==> src/hw/rtl/byte_ring_buffer_core_macros.svh <==
// Assertion helpers used by byte_ring_buffer_core.
`ifndef BYTE_RING_BUFFER_CORE_MACROS_SVH
`define BYTE_RING_BUFFER_CORE_MACROS_SVH

// Check cons in the same cycle as ante.
`define BRB_ASSERT_NOW(label, ante, cons, msg) \
    label: assert property (@(posedge clk) disable iff (!rst_n) (ante) |-> (cons)) \
        else $error(msg);

// Check cons in the cycle after ante.
`define BRB_ASSERT_NEXT(label, ante, cons, msg) \
    label: assert property (@(posedge clk) disable iff (!rst_n) (ante) |=> (cons)) \
        else $error(msg);

`endif

==> src/hw/rtl/brb_pkg.sv <==
package brb_pkg;

    localparam int FUNC_W = 2;
    localparam int LEN_W  = 4;
    localparam int DATA_W = 64;
    localparam int FILL_W = 9;
    localparam int BYTE_W = 8;
    localparam int WORD_BYTES = DATA_W / BYTE_W;
    localparam int SEL_W  = 3;

    localparam logic [FUNC_W-1:0] FUNC_WRITE = 2'd0;
    localparam logic [FUNC_W-1:0] FUNC_PEEK  = 2'd1;
    localparam logic [FUNC_W-1:0] FUNC_FETCH = 2'd2;
    localparam logic [FUNC_W-1:0] FUNC_CLEAR = 2'd3;

    typedef struct packed {
        logic wr_en;
        logic rd_en;
    } lane_ctl_t;

    function automatic logic [BYTE_W-1:0] byte_of(input logic [DATA_W-1:0] word,
                                                  input logic [SEL_W-1:0] sel);
        byte_of = word[sel*BYTE_W +: BYTE_W];
    endfunction

endpackage

==> src/hw/rtl/brb_cmd_if.sv <==
interface brb_cmd_if;
    logic                          valid;
    logic                          ready;
    logic [brb_pkg::FUNC_W-1:0]    func;
    logic [brb_pkg::LEN_W-1:0]     length;
    logic [brb_pkg::DATA_W-1:0]    data_word;

    modport source (output valid, output func, output length, output data_word, input ready);
    modport sink   (input valid, input func, input length, input data_word, output ready);
endinterface

==> src/hw/rtl/brb_rsp_if.sv <==
interface brb_rsp_if;
    logic                          valid;
    logic                          ready;
    logic                          ok;
    logic [brb_pkg::DATA_W-1:0]    read_data;
    logic [brb_pkg::FILL_W-1:0]    fill_count;

    modport source (output valid, output ok, output read_data, output fill_count, input ready);
    modport sink   (input valid, input ok, input read_data, input fill_count, output ready);
endinterface

==> src/hw/rtl/brb_lane.sv <==
module brb_lane #(
    parameter int LANES = 8,
    parameter int ROWS  = 32,
    parameter int IDX   = 0
) (
    input  logic                                   clk,
    input  brb_pkg::lane_ctl_t                     ctl,
    input  logic [(LANES > 1 ? $clog2(LANES) : 1)-1:0] base_bank,
    input  logic [(ROWS > 1 ? $clog2(ROWS) : 1)-1:0]   base_row,
    input  logic [(ROWS > 1 ? $clog2(ROWS) : 1)-1:0]   next_row,
    input  logic [brb_pkg::LEN_W-1:0]              length,
    input  logic [brb_pkg::DATA_W-1:0]             data_word,
    output logic [brb_pkg::BYTE_W-1:0]             rd_byte
);
    import brb_pkg::*;

    localparam int BANK_W = (LANES > 1) ? $clog2(LANES) : 1;
    localparam int ROW_W  = (ROWS > 1) ? $clog2(ROWS) : 1;
    localparam int SUM_W  = BANK_W + 1;

    logic [BYTE_W-1:0] mem [ROWS];
    logic [BYTE_W-1:0] rd_byte_reg;
    logic [SUM_W-1:0]  offset;
    logic              below;
    logic              active;
    logic [ROW_W-1:0]  row;

    // Position of this lane's byte within the transfer.
    assign below  = SUM_W'(IDX) < SUM_W'(base_bank);
    assign offset = below ? SUM_W'(IDX + LANES) - SUM_W'(base_bank)
                          : SUM_W'(IDX) - SUM_W'(base_bank);
    assign active = LEN_W'(offset) < length;
    assign row    = below ? next_row : base_row;

    always_ff @(posedge clk)
    begin
        if (ctl.wr_en && active)
        begin
            mem[row] <= byte_of(data_word, SEL_W'(offset));
        end
        if (ctl.rd_en)
        begin
            rd_byte_reg <= mem[row];
        end
    end

    assign rd_byte = rd_byte_reg;

endmodule

==> src/hw/rtl/brb_merge.sv <==
module brb_merge #(
    parameter int LANES = 8
) (
    input  logic [brb_pkg::BYTE_W-1:0]                 lane_byte [LANES],
    input  logic [(LANES > 1 ? $clog2(LANES) : 1)-1:0] base_bank,
    input  logic [brb_pkg::LEN_W-1:0]                  length,
    input  logic                                       show,
    output logic [brb_pkg::DATA_W-1:0]                 read_data
);
    import brb_pkg::*;

    localparam int BANK_W = (LANES > 1) ? $clog2(LANES) : 1;
    localparam int SUM_W  = BANK_W + 1;

    // Rotate the lane bytes so the oldest lands in byte 0; zero the rest.
    for (genvar i = 0; i < WORD_BYTES; i++)
    begin : g_byte
        if (i < LANES)
        begin : g_live
            logic [SUM_W-1:0] raw;
            logic [SUM_W-1:0] src;
            assign raw = SUM_W'(base_bank) + SUM_W'(i);
            assign src = (raw >= SUM_W'(LANES)) ? raw - SUM_W'(LANES) : raw;
            assign read_data[i*BYTE_W +: BYTE_W] =
                (show && (LEN_W'(i) < length)) ? lane_byte[src[BANK_W-1:0]] : '0;
        end
        else
        begin : g_dead
            assign read_data[i*BYTE_W +: BYTE_W] = '0;
        end
    end

endmodule

==> src/hw/rtl/byte_ring_buffer_core.sv <==
// Circular byte FIFO of DEPTH bytes. Each command beat on cmd carries func (write, peek,
// fetch, clear), a length of 1..MAX_XFER bytes and a 64-bit data word whose byte 0 sits in
// bits 7:0; each one produces exactly one response beat on rsp with ok, the bytes read
// (oldest in byte 0, unused bytes zero) and the fill count after the command. A write that
// does not fit, a read of more than is held, or a length of zero or above MAX_XFER is
// refused with no change; clear always succeeds. The storage is MAX_XFER byte lanes, each a
// bank of ceil(DEPTH/MAX_XFER) bytes with one write and one registered read per cycle, so a
// whole transfer touches every bank at most once. A command is taken every cycle and its
// response appears in the cycle after acceptance, set by the lane banks' registered read;
// the queue holds one response, and a new command is taken in the cycle the pending one
// leaves. The banks are not cleared at reset: only bytes written since are ever read back.
`include "byte_ring_buffer_core_macros.svh"

module byte_ring_buffer_core #(
    parameter int DEPTH    = 256,
    parameter int MAX_XFER = 8
) (
    input  logic      clk,
    input  logic      rst_n,
    brb_cmd_if.sink   cmd,
    brb_rsp_if.source rsp
);
    import brb_pkg::*;

    localparam int LANES  = MAX_XFER;
    localparam int ROWS   = (DEPTH + LANES - 1) / LANES;
    localparam int BANK_W = (LANES > 1) ? $clog2(LANES) : 1;
    localparam int ROW_W  = (ROWS > 1) ? $clog2(ROWS) : 1;
    localparam int SUM_W  = BANK_W + 1;
    localparam int CNT_W  = $clog2(DEPTH + 1);

    // Pointers are kept as (row, bank); the bank is the lane that holds the byte.
    logic [BANK_W-1:0] wr_bank_reg, wr_bank_next;
    logic [ROW_W-1:0]  wr_row_reg,  wr_row_next;
    logic [BANK_W-1:0] rd_bank_reg, rd_bank_next;
    logic [ROW_W-1:0]  rd_row_reg,  rd_row_next;
    logic [CNT_W-1:0]  held_reg,    held_next;

    // Response stage.
    logic              rsp_valid_reg;
    logic              ok_reg;
    logic              show_reg;
    logic [LEN_W-1:0]  len_reg;
    logic [BANK_W-1:0] show_bank_reg;
    logic [FILL_W-1:0] fill_reg;

    logic              accept;
    logic              is_write;
    logic              is_read;
    logic              is_fetch;
    logic              is_clear;
    logic              len_ok;
    logic [CNT_W-1:0]  len_cnt;
    logic [CNT_W-1:0]  space;
    logic              wr_fit;
    logic              rd_fit;
    logic              ok;
    logic [SUM_W-1:0]  wr_sum;
    logic [SUM_W-1:0]  rd_sum;
    logic [ROW_W-1:0]  wr_row_inc;
    logic [ROW_W-1:0]  rd_row_inc;
    logic [BANK_W-1:0] base_bank;
    logic [ROW_W-1:0]  base_row;
    logic [ROW_W-1:0]  base_row_inc;
    lane_ctl_t         lane_ctl;
    logic [BYTE_W-1:0] lane_byte [LANES];

    // Take a new command whenever the response slot is free or being drained.
    assign accept    = cmd.valid && cmd.ready;
    assign cmd.ready = !rsp_valid_reg || rsp.ready;

    assign is_write = (cmd.func == FUNC_WRITE);
    assign is_fetch = (cmd.func == FUNC_FETCH);
    assign is_read  = (cmd.func == FUNC_PEEK) || is_fetch;
    assign is_clear = (cmd.func == FUNC_CLEAR);

    assign len_ok  = (cmd.length != '0) && (cmd.length <= LEN_W'(MAX_XFER));
    assign len_cnt = CNT_W'(cmd.length);
    assign space   = CNT_W'(DEPTH) - held_reg;
    assign wr_fit  = len_ok && (len_cnt <= space);
    assign rd_fit  = len_ok && (len_cnt <= held_reg);
    assign ok      = is_clear || (is_write && wr_fit) || (is_read && rd_fit);

    // Row after each pointer's row, with wrap.
    assign wr_row_inc = (wr_row_reg == ROW_W'(ROWS - 1)) ? '0 : wr_row_reg + 1'b1;
    assign rd_row_inc = (rd_row_reg == ROW_W'(ROWS - 1)) ? '0 : rd_row_reg + 1'b1;

    // Advance a pointer by length; length is at most one row of lanes.
    assign wr_sum = SUM_W'(wr_bank_reg) + SUM_W'(cmd.length);
    assign rd_sum = SUM_W'(rd_bank_reg) + SUM_W'(cmd.length);

    always_comb
    begin
        wr_bank_next = wr_bank_reg;
        wr_row_next  = wr_row_reg;
        rd_bank_next = rd_bank_reg;
        rd_row_next  = rd_row_reg;
        held_next    = held_reg;
        if (is_clear)
        begin
            wr_bank_next = '0;
            wr_row_next  = '0;
            rd_bank_next = '0;
            rd_row_next  = '0;
            held_next    = '0;
        end
        else if (is_write && wr_fit)
        begin
            if (wr_sum >= SUM_W'(LANES))
            begin
                wr_bank_next = BANK_W'(wr_sum - SUM_W'(LANES));
                wr_row_next  = wr_row_inc;
            end
            else
            begin
                wr_bank_next = BANK_W'(wr_sum);
            end
            held_next = held_reg + len_cnt;
        end
        else if (is_fetch && rd_fit)
        begin
            if (rd_sum >= SUM_W'(LANES))
            begin
                rd_bank_next = BANK_W'(rd_sum - SUM_W'(LANES));
                rd_row_next  = rd_row_inc;
            end
            else
            begin
                rd_bank_next = BANK_W'(rd_sum);
            end
            held_next = held_reg - len_cnt;
        end
    end

    // Lanes address from the write pointer on writes and the read pointer otherwise.
    assign base_bank    = is_write ? wr_bank_reg : rd_bank_reg;
    assign base_row     = is_write ? wr_row_reg  : rd_row_reg;
    assign base_row_inc = is_write ? wr_row_inc  : rd_row_inc;

    assign lane_ctl.wr_en = accept && is_write && wr_fit;
    assign lane_ctl.rd_en = accept && is_read && rd_fit;

    for (genvar k = 0; k < LANES; k++)
    begin : g_lane
        brb_lane #(
            .LANES (LANES),
            .ROWS  (ROWS),
            .IDX   (k)
        ) u_lane (
            .clk       (clk),
            .ctl       (lane_ctl),
            .base_bank (base_bank),
            .base_row  (base_row),
            .next_row  (base_row_inc),
            .length    (cmd.length),
            .data_word (cmd.data_word),
            .rd_byte   (lane_byte[k])
        );
    end

    // Hold the response fields until the beat leaves; advance them on every accept.
    always_ff @(posedge clk or negedge rst_n)
    begin
        if (!rst_n)
        begin
            wr_bank_reg   <= '0;
            wr_row_reg    <= '0;
            rd_bank_reg   <= '0;
            rd_row_reg    <= '0;
            held_reg      <= '0;
            rsp_valid_reg <= 1'b0;
        end
        else
        begin
            if (accept)
            begin
                wr_bank_reg <= wr_bank_next;
                wr_row_reg  <= wr_row_next;
                rd_bank_reg <= rd_bank_next;
                rd_row_reg  <= rd_row_next;
                held_reg    <= held_next;
            end
            if (accept)
            begin
                rsp_valid_reg <= 1'b1;
            end
            else if (rsp.ready)
            begin
                rsp_valid_reg <= 1'b0;
            end
        end
    end

    always_ff @(posedge clk)
    begin
        if (accept)
        begin
            ok_reg        <= ok;
            show_reg      <= is_read && rd_fit;
            len_reg       <= cmd.length;
            show_bank_reg <= rd_bank_reg;
            fill_reg      <= FILL_W'(held_next);
        end
    end

    brb_merge #(
        .LANES (LANES)
    ) u_merge (
        .lane_byte (lane_byte),
        .base_bank (show_bank_reg),
        .length    (len_reg),
        .show      (show_reg),
        .read_data (rsp.read_data)
    );

    assign rsp.valid      = rsp_valid_reg;
    assign rsp.ok         = ok_reg;
    assign rsp.fill_count = fill_reg;

    // The count never passes the capacity.
    `BRB_ASSERT_NOW(a_held_bound, 1'b1, held_reg <= CNT_W'(DEPTH), "held count above depth")
    // A refused command returns no data.
    `BRB_ASSERT_NOW(a_refused_zero, rsp.valid && !rsp.ok, rsp.read_data == '0,
        "refused command returned data")
    // A clear empties the queue and answers with a zero fill count.
    `BRB_ASSERT_NEXT(a_clear_empty, accept && is_clear,
        held_reg == '0 && rsp.valid && rsp.ok && rsp.fill_count == '0,
        "clear did not empty the queue")

endmodule

==> src/flat_wrapper.sv <==
// flat-port wrapper written by rule: the top's interface ports become plain ports
module byte_ring_buffer_core_flat import brb_pkg::*;
#(
    parameter int DEPTH    = 256,
    parameter int MAX_XFER = 8
)
  (clk, rst_n, cmd_valid, cmd_func, cmd_length, cmd_data_word, cmd_ready, rsp_valid, rsp_ok, rsp_read_data, rsp_fill_count, rsp_ready);
  brb_cmd_if cmd_i ();
  brb_rsp_if rsp_i ();
  input  logic clk;
  input  logic rst_n;
  input wire logic [$bits(cmd_i.valid)-1:0] cmd_valid;
  input wire logic [$bits(cmd_i.func)-1:0] cmd_func;
  input wire logic [$bits(cmd_i.length)-1:0] cmd_length;
  input wire logic [$bits(cmd_i.data_word)-1:0] cmd_data_word;
  output wire logic [$bits(cmd_i.ready)-1:0] cmd_ready;
  output wire logic [$bits(rsp_i.valid)-1:0] rsp_valid;
  output wire logic [$bits(rsp_i.ok)-1:0] rsp_ok;
  output wire logic [$bits(rsp_i.read_data)-1:0] rsp_read_data;
  output wire logic [$bits(rsp_i.fill_count)-1:0] rsp_fill_count;
  input wire logic [$bits(rsp_i.ready)-1:0] rsp_ready;
  assign cmd_i.valid = cmd_valid;
  assign cmd_i.func = cmd_func;
  assign cmd_i.length = cmd_length;
  assign cmd_i.data_word = cmd_data_word;
  assign cmd_ready = cmd_i.ready;
  assign rsp_valid = rsp_i.valid;
  assign rsp_ok = rsp_i.ok;
  assign rsp_read_data = rsp_i.read_data;
  assign rsp_fill_count = rsp_i.fill_count;
  assign rsp_i.ready = rsp_ready;
  byte_ring_buffer_core #(.DEPTH(DEPTH), .MAX_XFER(MAX_XFER)) u_core (.clk(clk), .rst_n(rst_n), .cmd(cmd_i), .rsp(rsp_i));
endmodule
==> config.mk <==
export PLATFORM = sky130hd
export DESIGN_NAME = byte_ring_buffer_core_flat
export DESIGN_NICKNAME = d
export VERILOG_FILES = /design/src/hw/rtl/brb_pkg.sv /design/src/hw/rtl/brb_cmd_if.sv /design/src/hw/rtl/brb_rsp_if.sv /design/src/hw/rtl/brb_lane.sv /design/src/hw/rtl/brb_merge.sv /design/src/hw/rtl/byte_ring_buffer_core.sv /design/src/flat_wrapper.sv
export VERILOG_INCLUDE_DIRS = /design/src /design/src/hw/rtl
export SDC_FILE = /design/constraint.sdc
export NUM_CORES = 2
export LEC_CHECK = 0
export ABC_CLOCK_PERIOD_IN_PS = 6400
export BUFFER_PORTS_ARGS = -buffer_cell sky130_fd_sc_hd__buf_2
export CAP_MARGIN = 20
export CORE_MARGIN = 10
export CORE_UTILIZATION = 40
export CTS_BUF_LIST = sky130_fd_sc_hd__clkbuf_16
export DETAILED_ROUTE_END_ITERATION = 6
export HOLD_SLACK_MARGIN = 0.03
export MAX_ROUTING_LAYER = met4
export PLACE_DENSITY = 0.62
export SLEW_MARGIN = 20
export SYNTH_ARGS = -nofsm -noshare
export SYNTH_HDL_FRONTEND = slang
export SYNTH_SLANG_ARGS = --single-unit
==> constraint.sdc <==
create_clock -name clk -period 6.4 [get_ports clk]
set_clock_uncertainty 0.1 [all_clocks]
set_input_delay 0.96 -clock clk [delete_from_list [all_inputs] [get_ports clk]]
set_output_delay 0.96 -clock clk [all_outputs]
set_load 0.1 [all_outputs]
==> impl_metrics.ini <==
[status]
outcome = finished clean

[global_routing]
grt_pass1_vias = 54330
globalRouteTotalUtil_pct = 21.5
antenna_found_initial = 24
grt_first_pass_wirelength_mm = 389
grt-ovfl-total = 0
grt_start_max_net_pins = 92

[routing]
drc = 0
drtIter0Drc = 6969
via_count = 56638
detail-route-antenna-nets = 0
drt-total-wl_mm = 271
wire_per_inst_um = 28.2
vias_per_cell = 5.89
dr.pass1.iters = 7

[setup_path]
cp.arrival_ps = 5820
critPathLaunchType = flop
critical_path.startpoint = u_core.wr_row_reg[2]
crit_chain = and3_1, ha_1, and3b_1, mux2i_1, nand3_1, buf_4, o31ai_2, nand2_1, nor2_1
slowest_delay_ps = 780
r2r_cells = 9
path_max_fanout = 12
worst-endpoint-required_ps = 6810
crit_path_end = u_core.g_lane[3].u_lane.mem[0][0]
slowest_stage = o31ai_2
endpoint_kind = flop
timing.rr.start = u_core.wr_row_reg[2]
reg2reg_slack_ps = 990
r2r-end = u_core.g_lane[3].u_lane.mem[0][0]
critPathKind = reg2reg

[sta]
setup-tns-final_ps = 0
final-setup-viol-count = 0
rsz0062_at_grt = false
slew-limit-headroom_pct = 22.0
worst_pin_slew_ps = 1140
period_share_pct = 84.5
hold_viol = 0
maxClockFrequency_mhz = 185
min_period_ps = 5410
final_max_slew_viol_count = 0

[place]
dp_hpwl_mm = 183
port_buffers = 149
placed_area_um2 = 98000
dpl.cell_count = 9207
routabilityCongestion = 0.949

[floorplan]
fp.dieArea_um2 = 250000
rows = 176
chipWidth_um = 500
start_util_pct = 40.2
core_area_um2 = 230000
die_y_um = 500
ios = 150

[clock_tree]
cts_root_buf = clkbuf_16
cts_resized = 0
cts_hold_buf = 0
cts_htree_levels = 4
clock_latency_ps = 900
postCtsSetupRepairBufs = 0
clock_path_buffers = 3
clkSlewWorstSetupHoldPaths_ps = 60
cts_made_buffers = 216
cts_sinks = 2156
cts_tree = yes

[synthesis]
synth_ff_type = edfxtp_1
yosys.area.top_type = edfxtp_1
synth_nets = 6233
synth_area_leaders = edfxtp_1 (69%), mux4_2 (5.1%), mux2i_1 (5.1%)
yosysUniqueCellTypes = 86
seq_area_frac_synth_pct = 70.0
netlist_area_um2 = 92300
synthArstFlopShare_pct = 1.21
synth_enable_flop_cells = 2130
ys_ff_latch = 2156
yosys.area.top_type_share_pct = 69.3
synth_warnings = 0
synth_cells = 6099
avgSynthCellArea_um2 = 15.1

[power_and_ir_drop]
combinationalPowerShare_pct = 24.9
intPower_mw = 26.8
ir_worst_vdd_mv = 0.284
switching_share_pct = 32.3
power_frac_clock_pct = 31.1
power_frac_seq_pct = 44.1
switchingPower_mw = 12.8
leakagePower_nw = 34.5
power_density_nw_per_um2 = 377

[cells_and_area]
stdcell_area_um2 = 105000
drive_gt1_share_pct = 18.0
largest_reg_flops = 2048
nNetsFinal = 6534
area_growth_pct = 13.8
final_cell_count_no_fill = 9619

[run]
drv_cap = 0

[worst_hold_path]
hold_path_class = in2async
## worst min-delay path by stage
stage,start,to,cells after the start
after floorplan,u_core.rd_bank_reg[0],u_core.show_bank_reg[0],0
after global placement,u_core.wr_row_reg[4],u_core.wr_row_reg[4],2
after detailed placement,u_core.wr_row_reg[4],u_core.wr_row_reg[4],2
after CTS,rst_n,u_core.rsp.valid,1
after global routing,rst_n,u_core.rsp.valid,1
final,rst_n,u_core.rsp.valid,1
## area by class of cell
type	count	area, um2
clock buffers	219	5480
inverters	40	150
well taps	3026	3790
flip-flops and latches	2156	64600
clock inverters	179	1410
fillers	19800	125000
repair buffers	444	3130
multi-input cells	3542	26400
diodes	13	32.5
## cells in the final DEF (no fill, tap or decap), types with 55 or more instances in the layout
cell	netlist	layout
a21oi_1	214	213
a211oi_1	158	156
nand2_1	836	829
buf_2	82	149
nand3_1	200	199
mux2_2	136	135
o21ai_0	66	65
mux2i_1	469	463
edfxtp_1	2130	2130
a22oi_1	75	75
buf_4	6	279
nor2b_1	105	105
a32oi_1	63	63
nor2_1	337	335
ha_1	56	55
mux4_2	210	203
inv_1	31	79
clkbuf_16	0	219
## through the flow
step | hold WS, ps | util [%] | setup WS [ps] | total power, mW
after floorplan | 372 | - | 200 | 23.5
after global placement | 454 | 42.7 | 421 | 27.4
after detailed placement | 488 | 42.7 | 353 | 27.5
after CTS | 40.5 | 45.7 | 1030 | 39.7
after global routing | 60.4 | 45.7 | 751 | 40.9
final | 34.6 | 45.7 | 994 | 39.6
## cells by family after synthesis
kind of cell | synth area share (%)
adder cells (fa/ha/maj) | 0.846
AND/OR/NAND/NOR | 8.42
XOR/XNOR | 0.247
multiplexers | 11.9
buffers and inverters | 1.79
AO/OA/AOI/OAI | 6.81
flip-flops | 70.0
## cell usage after synthesis (10+ instances only)
cell type	n
xnor2_1	15
a311oi_1	32
edfxtp_1	2130
o31ai_1	17
clkbuf_1	214
and2_0	12
buf_1	56
nand2_1	836
nor3_1	28
o21ai_1	13
xor2_1	11
a31oi_1	48
a21o_1	16
dfrtp_1	26
mux2_2	136
a21oi_1	214
nor2b_1	105
o2111ai_1	15
or2_2	10
buf_2	82
a211oi_1	158
nand4_1	54
and3_1	37
a22oi_1	75
a32oi_1	63
ha_1	56
nor4_1	34
a22o_1	10
o22ai_1	34
o21ai_0	66
nor2_1	337
or4_1	18
and2_1	14
a221oi_1	11
inv_1	31
mux2i_1	469
mux4_2	210
o211ai_1	38
nand3_1	200
nand2b_1	11
## critical path, delay by kind of cell, from the launching register on
family | cells | cell delay [ps]
flip-flops | 1 | 570
AO/OA/AOI/OAI | 1 | 780
AND/OR/NAND/NOR | 5 | 2050
adder cells (fa/ha/maj) | 1 | 510
multiplexers | 1 | 670
buffers and inverters | 1 | 360
## per-layer routing
metal	part of all wire (%)	track usage, %	vias up
met5	0	-	-
met4	4.3	8.51	0
met3	7.5	3.15	506
met2	48	33.7	2531
met1	40	28.4	29140
li1	-	-	24461
## power groups by stage
| stage | registers [mW] | clock network (mW) | logic [mW] |
|---|---|---|---|
| 2_1_floorplan | 17.7 | 0 | 5.78 |
| 3_3_place_gp | 17.7 | 0 | 9.64 |
| 3_5_place_dp | 17.7 | 0 | 9.78 |
| 4_1_cts | 17.4 | 12.5 | 9.80 |
| 5_1_grt | 17.5 | 13.0 | 10.4 |
| 6_report | 17.5 | 12.3 | 9.85 |
Note: power is estimated with default switching activity, not from simulation.
